**config.mk**
```make
export PLATFORM = sky130hd
export DESIGN_NAME = control_frame_receiver_flat
export DESIGN_NICKNAME = d
export VERILOG_FILES = /design/src/hdl/cfr_pkg.sv /design/src/hdl/cfr_channels.sv /design/src/hdl/cfr_ram.sv /design/src/hdl/control_frame_receiver.sv /design/src/flat_wrapper.sv
export VERILOG_INCLUDE_DIRS = /design/src /design/src/hdl
export SDC_FILE = /design/constraint.sdc
export NUM_CORES = 1
export LEC_CHECK = 0
export ABC_AREA = 1
export BUFFER_PORTS_ARGS = -buffer_cell sky130_fd_sc_hd__buf_4
export CORE_ASPECT_RATIO = 1.75
export CORE_MARGIN = 8
export CORE_UTILIZATION = 63
export DETAILED_ROUTE_END_ITERATION = 10
export GPL_ROUTABILITY_DRIVEN = 0
export PLACE_DENSITY = 0.79
export SLEW_MARGIN = 20
export SYNTH_ARGS = -nofsm -noshare
export SYNTH_HDL_FRONTEND = slang
export SYNTH_HIERARCHICAL = 1
export SYNTH_SLANG_ARGS = --single-unit
export TNS_END_PERCENT = 30
```
**constraint.sdc**
```tcl
create_clock -name clk -period 5.2 [get_ports clk]
set_input_delay 1.04 -clock clk [delete_from_list [all_inputs] [get_ports clk]]
set_output_delay 1.04 -clock clk [all_outputs]
set_load 0.01 [all_outputs]
```
**src/hdl/control_frame_receiver_defines.svh**
```systemverilog
// ----------------------------------------------------------------------------
// Control frame receiver assertion macros
// Concurrent assertion wrappers shared by the receiver RTL. Defining
// ASSERT_OFF turns every use into nothing.
// ----------------------------------------------------------------------------
`ifndef CONTROL_FRAME_RECEIVER_DEFINES_SVH
`define CONTROL_FRAME_RECEIVER_DEFINES_SVH

`ifndef ASSERT_OFF

// Checked on every clock edge outside of reset.
`define CFR_ASSERT(lbl, prop, msg) \
  lbl: assert property (@(posedge clk) disable iff (!rst_n) prop) else $error(msg);

// Checked on every clock edge, reset included.
`define CFR_ASSERT_ALWAYS(lbl, prop, msg) \
  lbl: assert property (@(posedge clk) prop) else $error(msg);

`else

`define CFR_ASSERT(lbl, prop, msg)
`define CFR_ASSERT_ALWAYS(lbl, prop, msg)

`endif

`endif

```
**src/hdl/cfr_pkg.sv**
```systemverilog
// ----------------------------------------------------------------------------
// Control frame receiver package
// Field widths, command codes, frame constants and the CRC-16/ARC byte step.
// ----------------------------------------------------------------------------
package cfr_pkg;

  // Joystick store geometry.
  localparam int STICKS      = 4;
  localparam int STICK_BYTES = 18;
  localparam int STORE_BYTES = STICKS * STICK_BYTES;
  localparam int IDX_W       = $clog2(STORE_BYTES);
  // Two banks: one holds committed records, the other stages the next frame.
  localparam int RAM_DEPTH   = 2 * STORE_BYTES;
  localparam int RAM_AW      = $clog2(RAM_DEPTH);

  // Field widths.
  localparam int CMD_W  = 2;
  localparam int BYTE_W = 8;
  localparam int SIDX_W = 3;
  localparam int BIDX_W = 5;
  localparam int CNT_W  = 3;
  localparam int MIN_W  = 8;
  localparam int TO_W   = 10;
  localparam int POS_W  = 10;
  localparam int MS_W   = 11;
  localparam int MSM_W  = 16;
  localparam int CRC_W  = 16;

  // Saturation limits and frame constants.
  localparam logic [POS_W-1:0]  POS_MAX       = 10'd1023;
  localparam logic [MS_W-1:0]   MS_MAX        = 11'd2047;
  localparam logic [MSM_W-1:0]  MS_PER_MINUTE = 16'd60000;
  localparam logic [MIN_W-1:0]  MINUTE_MAX    = 8'd255;
  localparam logic [TO_W-1:0]   TIMEOUT_RESET = 10'd200;
  localparam logic [BYTE_W-1:0] TYPE_HEART    = 8'h68;
  localparam logic [BYTE_W-1:0] TYPE_CONTROL  = 8'h63;
  localparam logic [CRC_W-1:0]  CRC_POLY      = 16'hA001;

  // Request commands.
  typedef enum logic [CMD_W-1:0] {
    CMD_BYTE = 2'd0,
    CMD_TICK = 2'd1,
    CMD_READ = 2'd2
  } cmd_t;

  // Result kinds.
  typedef enum logic {
    KIND_STATUS = 1'b0,
    KIND_READ   = 1'b1
  } kind_t;

  // One byte of reflected CRC-16/ARC, least significant bit first.
  function automatic logic [CRC_W-1:0] crc_feed(input logic [CRC_W-1:0] crc,
                                               input logic [BYTE_W-1:0] b);
    logic [CRC_W-1:0] c;
    c = crc ^ {{(CRC_W-BYTE_W){1'b0}}, b};
    for (int k = 0; k < BYTE_W; k++) begin
      c = c[0] ? ((c >> 1) ^ CRC_POLY) : (c >> 1);
    end
    return c;
  endfunction

endpackage

```
**src/hdl/cfr_channels.sv**
```systemverilog
// ----------------------------------------------------------------------------
// Control frame receiver channels
// Valid/ready interfaces for the request channel and the result channel.
// ----------------------------------------------------------------------------

// Request channel: one frame byte, tick or joystick read per transfer.
interface cfr_in_if;
  logic                          valid;
  logic                          ready;
  logic [cfr_pkg::CMD_W-1:0]     command;
  logic [cfr_pkg::BYTE_W-1:0]    data_byte;
  logic                          last_byte;
  logic [cfr_pkg::SIDX_W-1:0]    stick_index;
  logic [cfr_pkg::BIDX_W-1:0]    stick_byte_index;

  modport source (
    output valid, command, data_byte, last_byte, stick_index, stick_byte_index,
    input  ready
  );
  modport sink (
    input  valid, command, data_byte, last_byte, stick_index, stick_byte_index,
    output ready
  );
endinterface

// Result channel: frame status or joystick read data.
interface cfr_out_if;
  logic                          valid;
  logic                          ready;
  logic                          kind;
  logic                          frame_ok;
  logic                          enabled;
  logic [cfr_pkg::CNT_W-1:0]     stick_count;
  logic [cfr_pkg::MIN_W-1:0]     uptime_minutes;
  logic                          read_valid;
  logic [cfr_pkg::BYTE_W-1:0]    read_byte;

  modport source (
    output valid, kind, frame_ok, enabled, stick_count, uptime_minutes,
           read_valid, read_byte,
    input  ready
  );
  modport sink (
    input  valid, kind, frame_ok, enabled, stick_count, uptime_minutes,
           read_valid, read_byte,
    output ready
  );
endinterface

```
**src/hdl/cfr_ram.sv**
```systemverilog
// ----------------------------------------------------------------------------
// Generic simple dual-port RAM
// One write port and one read port with a registered, enabled read.
// ----------------------------------------------------------------------------
module cfr_ram #(
  parameter int WIDTH = 8,
  parameter int DEPTH = 144
) (
  input  logic                     clk,
  input  logic                     wr_en,
  input  logic [$clog2(DEPTH)-1:0] wr_addr,
  input  logic [WIDTH-1:0]         wr_data,
  input  logic                     rd_en,
  input  logic [$clog2(DEPTH)-1:0] rd_addr,
  output logic [WIDTH-1:0]         rd_data
);

  logic [WIDTH-1:0] mem [DEPTH];

  // Write port.
  always_ff @(posedge clk) begin
    if (wr_en) begin
      mem[wr_addr] <= wr_data;
    end
  end

  // Read port; the data holds until the next enabled read.
  always_ff @(posedge clk) begin
    if (rd_en) begin
      rd_data <= mem[rd_addr];
    end
  end

endmodule

```
**src/hdl/control_frame_receiver.sv**
```systemverilog
// ----------------------------------------------------------------------------
// Control frame receiver
// Checks CRC-16/ARC framed control packets, keeps the enable state, link
// watchdog and uptime, and serves reads of the stored joystick records.
// ----------------------------------------------------------------------------
// Usage:
// Requests enter on in_chan: frame bytes (with last_byte on the final one),
// one-millisecond ticks, and joystick byte reads. Results leave on out_chan:
// a status result at each frame end and a data result for each read; other
// requests give no result. The timeout register is written through cfg_wr_en
// and cfg_wr_data, by the user only while the block is idle; it is not enforced.
// Each request is held in the input register, where all of its work is done,
// and its result is then registered in the output register. One request is
// taken every cycle unless a request with a result waits on a stalled result
// side; that rate is set by the single processing stage and the one read
// port of the joystick RAM.
// Joystick bytes live in a two-bank RAM: the staging bank fills during a
// frame and becomes the committed bank when a valid control frame ends.
// Synchronous reset clears all state and sets the timeout to 200 ms; the RAM
// needs no clearing pass. When the result side stalls, a pending result holds
// in the output register, and the input register still drains requests that
// give no result; a request with a result waits in it.
// ----------------------------------------------------------------------------
`include "control_frame_receiver_defines.svh"

module control_frame_receiver (
  input  logic                        clk,
  input  logic                        rst_n,
  input  logic                        cfg_wr_en,
  input  logic [cfr_pkg::TO_W-1:0]    cfg_wr_data,
  cfr_in_if.sink                      in_chan,
  cfr_out_if.source                   out_chan
);

  // Input register.
  logic                        s1_valid_r;
  logic [cfr_pkg::CMD_W-1:0]   s1_cmd_r;
  logic [cfr_pkg::BYTE_W-1:0]  s1_byte_r;
  logic                        s1_last_r;
  logic [cfr_pkg::SIDX_W-1:0]  s1_sidx_r;
  logic [cfr_pkg::BIDX_W-1:0]  s1_bidx_r;

  // Output register.
  logic                        out_valid_r;
  logic                        out_kind_r;
  logic                        out_ok_r;
  logic                        out_en_r;
  logic [cfr_pkg::CNT_W-1:0]   out_cnt_r;
  logic [cfr_pkg::MIN_W-1:0]   out_min_r;
  logic                        out_rv_r;

  // Block state and next values.
  logic [cfr_pkg::TO_W-1:0]    timeout_r;
  logic [cfr_pkg::CRC_W-1:0]   crc_r,       crc_nxt;
  logic [cfr_pkg::POS_W-1:0]   pos_r,       pos_nxt;
  logic [cfr_pkg::CRC_W-1:0]   tail_r,      tail_nxt;
  logic [cfr_pkg::BYTE_W-1:0]  type_r,      type_nxt;
  logic                        bank_r,      bank_nxt;
  logic [cfr_pkg::CNT_W-1:0]   held_r,      held_nxt;
  logic                        enable_r,    enable_nxt;
  logic [cfr_pkg::MS_W-1:0]    ms_frame_r,  ms_frame_nxt;
  logic [cfr_pkg::MSM_W-1:0]   ms_min_r,    ms_min_nxt;
  logic [cfr_pkg::MIN_W-1:0]   minute_r,    minute_nxt;

  // Handshake control.
  logic                        s1_emits;
  logic                        out_free;
  logic                        s1_adv;
  logic                        is_byte;
  logic                        is_tick;
  logic                        is_read;

  // Frame byte datapath.
  logic [cfr_pkg::CRC_W-1:0]   crc_fed;
  logic [cfr_pkg::CRC_W-1:0]   tail_new;
  logic [cfr_pkg::POS_W-1:0]   pos_inc;
  logic [cfr_pkg::POS_W-1:0]   stage_off;
  logic                        stage_wr;
  logic [cfr_pkg::BYTE_W-1:0]  type_eff;
  logic                        frame_good;
  logic [cfr_pkg::POS_W-1:0]   payload;
  logic [cfr_pkg::CNT_W-1:0]   sticks_new;
  logic                        commit;

  // Tick datapath.
  logic [cfr_pkg::MS_W-1:0]    ms_inc;
  logic [cfr_pkg::MSM_W-1:0]   ms_min_inc;

  // Read datapath.
  logic                        rd_hit;
  logic [cfr_pkg::IDX_W-1:0]   rd_idx;
  logic                        ram_wr_en;
  logic [cfr_pkg::RAM_AW-1:0]  ram_wr_addr;
  logic                        ram_rd_en;
  logic [cfr_pkg::RAM_AW-1:0]  ram_rd_addr;
  logic [cfr_pkg::BYTE_W-1:0]  ram_rd_data;

  // Request decode and handshake.
  assign is_byte  = (s1_cmd_r == cfr_pkg::CMD_BYTE);
  assign is_tick  = (s1_cmd_r == cfr_pkg::CMD_TICK);
  assign is_read  = (s1_cmd_r == cfr_pkg::CMD_READ);
  assign s1_emits = s1_valid_r && ((is_byte && s1_last_r) || is_read);
  assign out_free = !out_valid_r || out_chan.ready;
  assign s1_adv   = s1_valid_r && (!s1_emits || out_free);
  assign in_chan.ready = !s1_valid_r || s1_adv;

  // The byte two places back joins the CRC once the frame has three bytes.
  assign crc_fed  = (pos_r >= cfr_pkg::POS_W'(2)) ?
                    cfr_pkg::crc_feed(crc_r, tail_r[15:8]) : crc_r;
  assign tail_new = {tail_r[7:0], s1_byte_r};
  assign pos_inc  = (pos_r < cfr_pkg::POS_MAX) ? pos_r + 1'b1 : pos_r;
  assign type_eff = (pos_r == '0) ? s1_byte_r : type_r;

  // Payload bytes are staged in the bank that is not committed.
  assign stage_off = pos_r - cfr_pkg::POS_W'(3);
  assign stage_wr  = (pos_r >= cfr_pkg::POS_W'(3)) &&
                     (stage_off < cfr_pkg::POS_W'(cfr_pkg::STORE_BYTES));
  assign ram_wr_en = s1_adv && is_byte && stage_wr;
  assign ram_wr_addr = bank_r ? cfr_pkg::RAM_AW'(stage_off[cfr_pkg::IDX_W-1:0]) :
                       cfr_pkg::RAM_AW'(cfr_pkg::STORE_BYTES) +
                       cfr_pkg::RAM_AW'(stage_off[cfr_pkg::IDX_W-1:0]);

  // Frame end check.
  assign frame_good = (pos_inc >= cfr_pkg::POS_W'(3)) && (crc_fed == tail_new);
  assign payload    = pos_inc - cfr_pkg::POS_W'(3);
  assign commit     = s1_adv && is_byte && s1_last_r && frame_good &&
                      (type_eff == cfr_pkg::TYPE_CONTROL);

  // Whole records in the payload, capped at the store size.
  always_comb begin
    sticks_new = '0;
    for (int k = 1; k <= cfr_pkg::STICKS; k++) begin
      if (payload >= cfr_pkg::POS_W'(k * cfr_pkg::STICK_BYTES)) begin
        sticks_new = cfr_pkg::CNT_W'(k);
      end
    end
  end

  // Tick counters.
  assign ms_inc     = (ms_frame_r < cfr_pkg::MS_MAX) ? ms_frame_r + 1'b1 : ms_frame_r;
  assign ms_min_inc = ms_min_r + 1'b1;

  // Joystick read lookup in the committed bank.
  assign rd_hit = (s1_sidx_r != '0) && (s1_sidx_r <= held_r) &&
                  ({1'b0, s1_sidx_r} <= (cfr_pkg::SIDX_W + 1)'(cfr_pkg::STICKS)) &&
                  ({1'b0, s1_bidx_r} <= (cfr_pkg::BIDX_W + 1)'(cfr_pkg::STICK_BYTES - 1));
  assign rd_idx = cfr_pkg::IDX_W'(s1_sidx_r - 1'b1) *
                  cfr_pkg::IDX_W'(cfr_pkg::STICK_BYTES) +
                  cfr_pkg::IDX_W'(s1_bidx_r);
  assign ram_rd_en   = s1_adv && is_read && rd_hit;
  assign ram_rd_addr = bank_r ? cfr_pkg::RAM_AW'(cfr_pkg::STORE_BYTES) +
                       cfr_pkg::RAM_AW'(rd_idx) : cfr_pkg::RAM_AW'(rd_idx);

  // Next state for the request in the input register.
  always_comb begin
    crc_nxt      = crc_r;
    pos_nxt      = pos_r;
    tail_nxt     = tail_r;
    type_nxt     = type_r;
    bank_nxt     = bank_r;
    held_nxt     = held_r;
    enable_nxt   = enable_r;
    ms_frame_nxt = ms_frame_r;
    ms_min_nxt   = ms_min_r;
    minute_nxt   = minute_r;
    if (s1_adv) begin
      case (s1_cmd_r)
        cfr_pkg::CMD_BYTE: begin
          type_nxt = type_eff;
          if (s1_last_r) begin
            crc_nxt  = '0;
            pos_nxt  = '0;
            tail_nxt = '0;
            if (frame_good && (type_eff == cfr_pkg::TYPE_HEART)) begin
              enable_nxt   = 1'b0;
              ms_frame_nxt = '0;
            end
            if (commit) begin
              enable_nxt   = 1'b1;
              ms_frame_nxt = '0;
              held_nxt     = sticks_new;
              bank_nxt     = !bank_r;
            end
          end else begin
            crc_nxt  = crc_fed;
            pos_nxt  = pos_inc;
            tail_nxt = tail_new;
          end
        end
        cfr_pkg::CMD_TICK: begin
          ms_frame_nxt = ms_inc;
          if (ms_inc > {1'b0, timeout_r}) begin
            enable_nxt = 1'b0;
          end
          if (ms_min_inc >= cfr_pkg::MS_PER_MINUTE) begin
            ms_min_nxt = '0;
            if (minute_r < cfr_pkg::MINUTE_MAX) begin
              minute_nxt = minute_r + 1'b1;
            end
          end else begin
            ms_min_nxt = ms_min_inc;
          end
        end
        default: begin
        end
      endcase
    end
  end

  // Configuration register.
  always_ff @(posedge clk) begin
    if (!rst_n) begin
      timeout_r <= cfr_pkg::TIMEOUT_RESET;
    end else if (cfg_wr_en) begin
      timeout_r <= cfg_wr_data;
    end
  end

  // State registers.
  always_ff @(posedge clk) begin
    if (!rst_n) begin
      crc_r      <= '0;
      pos_r      <= '0;
      tail_r     <= '0;
      type_r     <= '0;
      bank_r     <= 1'b0;
      held_r     <= '0;
      enable_r   <= 1'b0;
      ms_frame_r <= '0;
      ms_min_r   <= '0;
      minute_r   <= '0;
    end else begin
      crc_r      <= crc_nxt;
      pos_r      <= pos_nxt;
      tail_r     <= tail_nxt;
      type_r     <= type_nxt;
      bank_r     <= bank_nxt;
      held_r     <= held_nxt;
      enable_r   <= enable_nxt;
      ms_frame_r <= ms_frame_nxt;
      ms_min_r   <= ms_min_nxt;
      minute_r   <= minute_nxt;
    end
  end

  // Input register.
  always_ff @(posedge clk) begin
    if (!rst_n) begin
      s1_valid_r <= 1'b0;
    end else if (in_chan.ready) begin
      s1_valid_r <= in_chan.valid;
    end
  end

  always_ff @(posedge clk) begin
    if (in_chan.ready && in_chan.valid) begin
      s1_cmd_r  <= in_chan.command;
      s1_byte_r <= in_chan.data_byte;
      s1_last_r <= in_chan.last_byte;
      s1_sidx_r <= in_chan.stick_index;
      s1_bidx_r <= in_chan.stick_byte_index;
    end
  end

  // Output register.
  always_ff @(posedge clk) begin
    if (!rst_n) begin
      out_valid_r <= 1'b0;
    end else if (out_free) begin
      out_valid_r <= s1_emits;
    end
  end

  always_ff @(posedge clk) begin
    if (s1_adv && s1_emits) begin
      out_kind_r <= is_read ? cfr_pkg::KIND_READ : cfr_pkg::KIND_STATUS;
      out_ok_r   <= is_byte && frame_good;
      out_en_r   <= enable_nxt;
      out_cnt_r  <= held_nxt;
      out_min_r  <= minute_nxt;
      out_rv_r   <= ram_rd_en;
    end
  end

  // Two-bank joystick store.
  cfr_ram #(
    .WIDTH (cfr_pkg::BYTE_W),
    .DEPTH (cfr_pkg::RAM_DEPTH)
  ) u_stick_ram (
    .clk     (clk),
    .wr_en   (ram_wr_en),
    .wr_addr (ram_wr_addr),
    .wr_data (tail_r[15:8]),
    .rd_en   (ram_rd_en),
    .rd_addr (ram_rd_addr),
    .rd_data (ram_rd_data)
  );

  // Result channel.
  assign out_chan.valid          = out_valid_r;
  assign out_chan.kind           = out_kind_r;
  assign out_chan.frame_ok       = out_ok_r;
  assign out_chan.enabled        = out_en_r;
  assign out_chan.stick_count    = out_cnt_r;
  assign out_chan.uptime_minutes = out_min_r;
  assign out_chan.read_valid     = out_rv_r;
  assign out_chan.read_byte      = out_rv_r ? ram_rd_data : '0;

  // Assertions.
  `CFR_ASSERT(a_rd_only_when_free, ram_rd_en |-> out_free, "RAM read while result stalled")
  `CFR_ASSERT(a_bank_flip_on_commit, !$stable(bank_r) |-> $past(commit), "bank flip without commit")
  `CFR_ASSERT(a_crc_idle_early, (pos_r <= cfr_pkg::POS_W'(2)) |-> (crc_r == '0), "CRC fed too early")
  `CFR_ASSERT(a_read_kind, (out_valid_r && out_rv_r) |-> (out_kind_r == cfr_pkg::KIND_READ), "read data on status result")
  `CFR_ASSERT_ALWAYS(a_reset_clears, !rst_n |=> (!out_valid_r && !s1_valid_r), "reset left a request in flight")

endmodule

```
**src/flat_wrapper.sv**
```systemverilog
// flat-port wrapper written by rule: the top's interface ports become plain ports
module control_frame_receiver_flat 
  (clk, rst_n, cfg_wr_en, cfg_wr_data, in_chan_valid, in_chan_command, in_chan_data_byte, in_chan_last_byte, in_chan_stick_index, in_chan_stick_byte_index, in_chan_ready, out_chan_valid, out_chan_kind, out_chan_frame_ok, out_chan_enabled, out_chan_stick_count, out_chan_uptime_minutes, out_chan_read_valid, out_chan_read_byte, out_chan_ready);
  cfr_in_if in_chan_i ();
  cfr_out_if out_chan_i ();
  input  logic clk;
  input  logic rst_n;
  input  logic cfg_wr_en;
  input  logic [cfr_pkg::TO_W-1:0] cfg_wr_data;
  input wire logic [$bits(in_chan_i.valid)-1:0] in_chan_valid;
  input wire logic [$bits(in_chan_i.command)-1:0] in_chan_command;
  input wire logic [$bits(in_chan_i.data_byte)-1:0] in_chan_data_byte;
  input wire logic [$bits(in_chan_i.last_byte)-1:0] in_chan_last_byte;
  input wire logic [$bits(in_chan_i.stick_index)-1:0] in_chan_stick_index;
  input wire logic [$bits(in_chan_i.stick_byte_index)-1:0] in_chan_stick_byte_index;
  output wire logic [$bits(in_chan_i.ready)-1:0] in_chan_ready;
  output wire logic [$bits(out_chan_i.valid)-1:0] out_chan_valid;
  output wire logic [$bits(out_chan_i.kind)-1:0] out_chan_kind;
  output wire logic [$bits(out_chan_i.frame_ok)-1:0] out_chan_frame_ok;
  output wire logic [$bits(out_chan_i.enabled)-1:0] out_chan_enabled;
  output wire logic [$bits(out_chan_i.stick_count)-1:0] out_chan_stick_count;
  output wire logic [$bits(out_chan_i.uptime_minutes)-1:0] out_chan_uptime_minutes;
  output wire logic [$bits(out_chan_i.read_valid)-1:0] out_chan_read_valid;
  output wire logic [$bits(out_chan_i.read_byte)-1:0] out_chan_read_byte;
  input wire logic [$bits(out_chan_i.ready)-1:0] out_chan_ready;
  assign in_chan_i.valid = in_chan_valid;
  assign in_chan_i.command = in_chan_command;
  assign in_chan_i.data_byte = in_chan_data_byte;
  assign in_chan_i.last_byte = in_chan_last_byte;
  assign in_chan_i.stick_index = in_chan_stick_index;
  assign in_chan_i.stick_byte_index = in_chan_stick_byte_index;
  assign in_chan_ready = in_chan_i.ready;
  assign out_chan_valid = out_chan_i.valid;
  assign out_chan_kind = out_chan_i.kind;
  assign out_chan_frame_ok = out_chan_i.frame_ok;
  assign out_chan_enabled = out_chan_i.enabled;
  assign out_chan_stick_count = out_chan_i.stick_count;
  assign out_chan_uptime_minutes = out_chan_i.uptime_minutes;
  assign out_chan_read_valid = out_chan_i.read_valid;
  assign out_chan_read_byte = out_chan_i.read_byte;
  assign out_chan_i.ready = out_chan_ready;
  control_frame_receiver u_core (.clk(clk), .rst_n(rst_n), .cfg_wr_en(cfg_wr_en), .cfg_wr_data(cfg_wr_data), .in_chan(in_chan_i), .out_chan(out_chan_i));
endmodule
```
# == Word level (Yosys, flattened, before mapping) ==
# Memories as Yosys holds them, arrays and structs flattened. A register that Yosys moved wholly into a read port is not among the register bits.
# Cells that the tools add are included.
# totals
ff_bits,136
latchBits,0
ramBits,1152
rom_bits,0
inputBits,34
output_inout_bits,25
elab_cells,147
memories,1
# classes
add_sub_neg,10
mul,1
n_div,0
order_cmp,16
eq_ne,7
shifts,0
mux,44
bitwise_logic,9
n_reduce_logical,35
# memory_table
memory,words,word_bits,rd,rd_clocked_by_memory_dff,write_ports,line,rtl
u_core.u_stick_ram.mem,144,8,1,1,1,cfr_ram.sv:18,logic [WIDTH-1:0] mem [DEPTH];
# op_table
cell,n
16-bit 2-to-1 mux,12
8-bit 2-to-1 mux,8
11-bit 2-to-1 mux,4
"10-bit by 2-bit >= comparator with 1-bit output, second input constant",3
2-bit inverter with 3-bit output,8
11-bit case mux with 2 select lines,1
3-bit 2-to-1 mux,7
"10-bit by 6-bit >= comparator with 1-bit output, second input constant",2
10-bit 2-to-1 mux,2
"10-bit by 2-bit subtractor with 10-bit output, second input constant",2
1-bit logical AND,19
"16-bit by 1-bit adder with 16-bit output, second input constant",1
"7-bit by 7-bit adder with 8-bit output, first input constant",2
16-bit equality test,1
"8-bit by 7-bit equality test with 1-bit output, second input constant",2
"16-bit >= comparator, second input constant",1
16-bit by 8-bit XOR with 16-bit output,1
"11-bit by 1-bit adder with 11-bit output, second input constant",1
11-bit by 10-bit > comparator with 1-bit output,1
"11-bit less-than comparator, second input constant",1
"10-bit by 1-bit adder with 10-bit output, second input constant",1
"10-bit by 5-bit >= comparator with 1-bit output, second input constant",1
"10-bit by 7-bit >= comparator with 1-bit output, second input constant",1
10-bit zero test,1
23 further kinds,39

# == Depth between registers and ports, before layout ==
# depth
depth_word,26
mapped_depth,23
ltp_nobuf,22

# == By module ==
# Netlist, hierarchy kept.
# modules_own_cells
mod,n_inst,cells_each,area_per_inst_um2,seq_area_each_um2
cfr_ram,1,3929,47483.0,34833.4
control_frame_receiver,1,1204,8533.2,3062.9

# == Worst setup path after synthesis ==
# OpenSTA, ideal clock, no wires.
# synth_path
kind,register to register
start,register u_core/tail_r[10] in the netlist's numbering
end,register u_core/ms_frame_r[10] in the netlist's numbering
setup_ps,113
t_arrival_ps,4092
required_time_ps,5087
slack_ps,995
path_stages_with_launch,23
path_buffers,1
period_less_slack_ps,4205
path_cell_list,dfxtp_1 > inv_1 > nand2_1 > nand2_1 > nand2_1 > nand2_1 > nand2_1 > inv_1 > nor2_1 > nand2_1 > nand2_1 > nand2_1 > nand3_1 > o21ai_0 > nand2_1 > nand3_2 > nor2_4 > nand3_4 > nand3_4 > buf_8 > nand3_2 > nand2_1 > nor2_2
# synth_via
elab_chain_len,19
word_cells_on_any_way,25
cone_classes,eq/ne (2); mux (12); bitwise (6); reduce/logical (5)
# synth_rtl
item,line,rtl
"start, declared",control_frame_receiver.sv:56,"logic [cfr_pkg::CRC_W-1:0] tail_r, tail_nxt;"
"start signal, assigned",control_frame_receiver.sv:235,tail_r <= tail_nxt;
16-bit by 8-bit XOR with 16-bit output (*),cfr_pkg.sv:56,"c = crc ^ {{(CRC_W-BYTE_W){1'b0}}, b};"
16-bit 2-to-1 mux (*),cfr_pkg.sv:58,c = c[0] ? ((c >> 1) ^ CRC_POLY) : (c >> 1);
2-bit inverter with 3-bit output (no line),n/a,
16-bit 2-to-1 mux (*) (6 in series),cfr_pkg.sv:58,
2-bit inverter with 3-bit output (no line) / 16-bit 2-to-1 mux (equally long branches),n/a,
16-bit 2-to-1 mux (*),cfr_pkg.sv:58,
16-bit 2-to-1 mux (*),control_frame_receiver.sv:108,assign crc_fed = (pos_r >= cfr_pkg::POS_W'(2)) ?
16-bit equality test (*),control_frame_receiver.sv:124,assign frame_good = (pos_inc >= cfr_pkg::POS_W'(3)) && (crc_fed == tail_new);
1-bit logical AND (*),control_frame_receiver.sv:124,
1-bit logical AND (2 in series),control_frame_receiver.sv:126,assign commit = s1_adv && is_byte && s1_last_r && frame_good &&
11-bit 2-to-1 mux,control_frame_receiver.sv:178,if (commit) begin
11-bit 2-to-1 mux,control_frame_receiver.sv:170,if (s1_last_r) begin
11-bit case mux with 2 select lines,control_frame_receiver.sv:167,case (s1_cmd_r)
"end signal, assigned",control_frame_receiver.sv:240,ms_frame_r <= ms_frame_nxt;
"end, declared",control_frame_receiver.sv:61,"logic [cfr_pkg::MS_W-1:0] ms_frame_r, ms_frame_nxt;"
# Mark *: on every way between the ends. The rest lies on a longest branch, timed or not. The select of a mux whose other input is x is not followed.
# A chain may end at the register's enable or synchronous reset.

# == Worst setup path after layout ==
# layout_path
start,register u_core/pos_r[1] in the netlist's numbering
end,"memory u_core.u_stick_ram.mem[105][4], enable pin"
# layout_via
word_cells_on_any_way,9
cone_classes,add/sub (2); order compare (2); mux (3); reduce/logical (2)
# layout_rtl
item,line,rtl
"start, declared",control_frame_receiver.sv:55,"logic [cfr_pkg::POS_W-1:0] pos_r, pos_nxt;"
"start signal, assigned",control_frame_receiver.sv:234,pos_r <= pos_nxt;
10-bit by 2-bit subtractor with 10-bit output,control_frame_receiver.sv:115,assign stage_off = pos_r - cfr_pkg::POS_W'(3);
7-bit by 7-bit adder with 8-bit output,control_frame_receiver.sv:120,cfr_pkg::RAM_AW'(cfr_pkg::STORE_BYTES) +
8-bit 2-to-1 mux,control_frame_receiver.sv:119,assign ram_wr_addr = bank_r ? cfr_pkg::RAM_AW'(stage_off[cfr_pkg::IDX_W-1:0]) :
"named net u_core.ram_wr_addr, one bit",control_frame_receiver.sv:93,logic [cfr_pkg::RAM_AW-1:0] ram_wr_addr;
"end, declared",cfr_ram.sv:18,
# The timed path passes the listed nets, and every way through them passes these cells.

==> results.txt <==
Post-CTS Setup Inserts: 0
Starting Density: 0.636
Min-Delay Path Class: reg2reg
FF+latch count, synth: 1296
status: finished, final reports clean
CP Buf/Inv Count: 2
pwr dens: 364 nW/um^2
initial antenna violation count: 1
critical path type: reg2reg
DIE HEIGHT: 410 um
setup TNS: 0 ns
main combinational cell family by area after synthesis: simple AND/OR/NAND/NOR gates
worst setup path start: u_core/pos_r[1]
sequential share of the synthesized area: 0.677
core area: 88100 um^2
Worst Path Required: 5.53 ns
Hold Path Origin: u_core/type_r[4]
worst r2r src: u_core/pos_r[1]
Hold Path Sink: u_core/type_r[4]
Nets: 5148
Reg2Reg Depth: 12
fraction of layout cells with a size suffix above 1: 0.0752
Avg Cell Area, Syn: 10.9 um^2
H-Tree Depth: 3
RSZ-0062 raised after global routing: no
Slew Limit Fails: 0
ANT cells: 0
maximum clock frequency: 228 MHz
mux cell area share after synthesis: 0
# Max-Cap Violations: 0
post-CTS sizing: 0
final wirelength: 146000 um
complex-gate fraction of the synthesized area: 0.0299
leakage: 22.1 nW
worst rel slew slack: 0.206
Post-synth EDFFs: 1194
Reg2Reg Setup Slack: 0.82 ns
CTS tree: yes
row cnt: 144
# fillers: 6046
FFs w/ async S/R, synth: 0
Mapped Nets: 5201
top_reg_cell synth: edfxtp_1
area growth from synthesis to layout: 7.71%
Hold-fix buffers, CTS: 0
Pre-antenna DRT Iters: 7
Post-Synth Adder-Cell Area: 0.00773
Worst-Skew Late Latency: 0.72 ns
CTS buffer count: 106
post-synthesis xor/xnor area fraction: 0.00764
Slew @ Worst Pin: 1.19 ns
Startpoint Class: flop
clock sink total: 1296
Post-route DRC: 0
VDD IR max: 356 uV
First DRT Iteration DRCs: 4896
clock slew at reported path FFs: 0.07 ns
clk_skew: 0.0222 ns
most used cell, CP: nand2_1
WP data arrival: 4.70 ns
DR vias: 39300
crit-path cells: ha_1 > inv_1 > nand2_1 > nand2_1 > a21boi_0 > inv_1 > ha_1 > nand3_1 > o21ai_0 > nor2_1 > nand2_1 > nor2_1
WL/cell: 23.0 um
Post-DRT Antenna Nets: 0
Yosys cell types: 52
worst hold stages: 2
CP peak stage delay: 1.10 ns
Ports: 59
Hold Vio Cnt, Final: 0
largest net degree at the start of global routing: 207
global-route wire length before repair: 221000 um
Post-Syn Area: 56000 um^2
min Tclk post-route: 4.38 ns
Tot GR Track Use: 0.293
Post-Layout Inst Area: 60300 um^2
# port buffers: 58
Top delay family on crit path: simple AND/OR/NAND/NOR gates
r2r endpoint: u_core/u_stick_ram/mem[105][4]
vias in the first global route: 38100
Synth Instances: 5133
endpoints failing setup: 0
gr ovfl total: 0
Slowest-stage cell, CP: nor2_1
cell at the root of the clock tree: clkbuf_16
Die Wd: 241 um
final clock period utilization by the worst path: 0.842
Detail Placement HPWL: 88800 um
DIE AREA: 99100 um^2
Critical Path Sink Type: flop
drt via density: 6.20
Crit Path Max Fanout: 16
DP Area: 56800 um^2
number of buffers on the longest clock path: 3
Simple-Gate Fraction of Synth Area: 0.230
YS warnings: 6
Core Util, Final: 0.685
kinds of logic after synthesis:
group,after synthesis
AOI/OAI and AO/OA,288
xor gates and xnor gates,48
adders and majority gates,34
buffers and inverters,502
DFF,1296
and+or+nand+nor,2965
layer usage:
metal / share of wire / routed length, um / up-vias / global-route usage
li1: - / - / 17700 / -
met1: 0.33 / 47300 / 18600 / 0.335
met2: 0.51 / 73600 / 2439 / 0.504
met3: 0.092 / 13400 / 593 / 0.0484
met4: 0.077 / 11200 / 2 / 0.188
met5: 0.000089 / 13 / - / 0
worst reg2reg max path: stages (launching register included):
cell	delay [ns]
dfxtp_1	0.36
ha_1	0.24
inv_1	0.11
nand2_1	0.08
nand2_1	0.06
a21boi_0	0.34
inv_1	0.12
ha_1	0.21
nand3_1	0.09
o21ai_0	0.23
nor2_1	0.33
nand2_1	0.68
nor2_1	1.11
where the power goes:
part | internal, mW | leakage (nW) | switching, mW | total, mW
Sequential | 11.3 | 12.2 | 0.0459 | 11.4
Clock | 4.55 | 1.74 | 3.68 | 8.22
Combinational | 0.644 | 8.14 | 1.76 | 2.40
Total | 16.5 | 22.1 | 5.48 | 22.0
registers in the layout (all words and copies together), names as in the netlist, 5 cells and up:
name	flops
u_core/crc_r	16
u_core/minute_r	8
u_core/ms_frame_r	11
u_core/ms_min_r	16
u_core/out_chan.uptime_minutes	8
u_core/pos_r	10
u_core/s1_bidx_r	5
u_core/s1_byte_r	8
u_core/tail_r	16
u_core/timeout_r	10
u_core/type_r	8
u_core/u_stick_ram/mem	1152
u_core/u_stick_ram/rd_data	8
cells in the mapped netlist, types with 13 or more instances:
cell	instances	area, um^2
edfxtp_1	1194	35900
ha_1	33	413
o21ai_0	102	510
nor2_2	13	81.3
o221ai_1	21	184
nor2_1	304	1140
buf_4	36	270
buf_1	22	82.6
dfxtp_1	102	2040
nand3_2	13	130
nor3_1	19	95.1
nand4_1	13	81.3
buf_6	71	800
xor2_1	37	324
inv_1	197	739
a211oi_1	17	128
buf_2	91	455
o211ai_1	14	105
clkbuf_1	73	274
nand3_1	1082	5420
a21oi_1	92	460
nand2_1	1486	5580
how the worst max path moves through the flow:
stage | slack [ns] | endpoint | depth (start not counted)
2_1_floorplan | 0.99 | u_core/ms_frame_r[10] | 22
3_3_place_gp | 0.93 | u_core/u_stick_ram/mem[45][4] | 13
3_5_place_dp | 0.88 | u_core/u_stick_ram/mem[127][7] | 13
4_1_cts | 0.87 | u_core/u_stick_ram/rd_data[4] | 14
5_1_grt | 0.73 | u_core/u_stick_ram/rd_data[5] | 15
6_report | 0.82 | u_core/u_stick_ram/mem[105][4] | 12
stage by stage:
stage               hold slack [ns]  worst slack [ns]  total power [mW]  std cells
finish                        0.449             0.823              22.0       6340
global route                  0.465             0.733              22.6       6340
CTS                           0.451             0.868              22.0       6340
detailed placement            0.442             0.876              13.9       6140
global placement              0.436             0.925              13.9       6140
floorplan                     0.427             0.995              13.2       5133
cell type report:
type                       instances  area (um^2)  area share
sequential                      1296        37900       0.629
multi-input combinational       3335        15500       0.256
clock buffer                     137         2850      0.0472
tap                             1168         1460      0.0242
timing repair buffer             136         1130      0.0188
inverter                         205          798      0.0132
clock inverter                    63          701      0.0116
cells in the final DEF, fill, tap and decap left out, types with 13 or more instances in the layout:
| master | count |
|---|---|
| dfxtp_1 | 94 |
| edfxtp_1 | 1194 |
| inv_1 | 196 |
| clkbuf_1 | 24 |
| o211ai_1 | 14 |
| nor2_1 | 302 |
| nand4_1 | 13 |
| clkinv_1 | 15 |
| nor2_2 | 15 |
| nand3_2 | 13 |
| o21ai_0 | 101 |
| buf_4 | 127 |
| clkinv_2 | 20 |
| nor3_1 | 17 |
| xor2_1 | 36 |
| bufinv_16 | 13 |
| clkbuf_16 | 107 |
| a21oi_1 | 92 |
| nand3_1 | 1082 |
| nand2_1 | 1486 |
| o221ai_1 | 21 |
| ha_1 | 32 |
| a211oi_1 | 17 |
No activity file was read; power rests on OpenSTA's default activity.
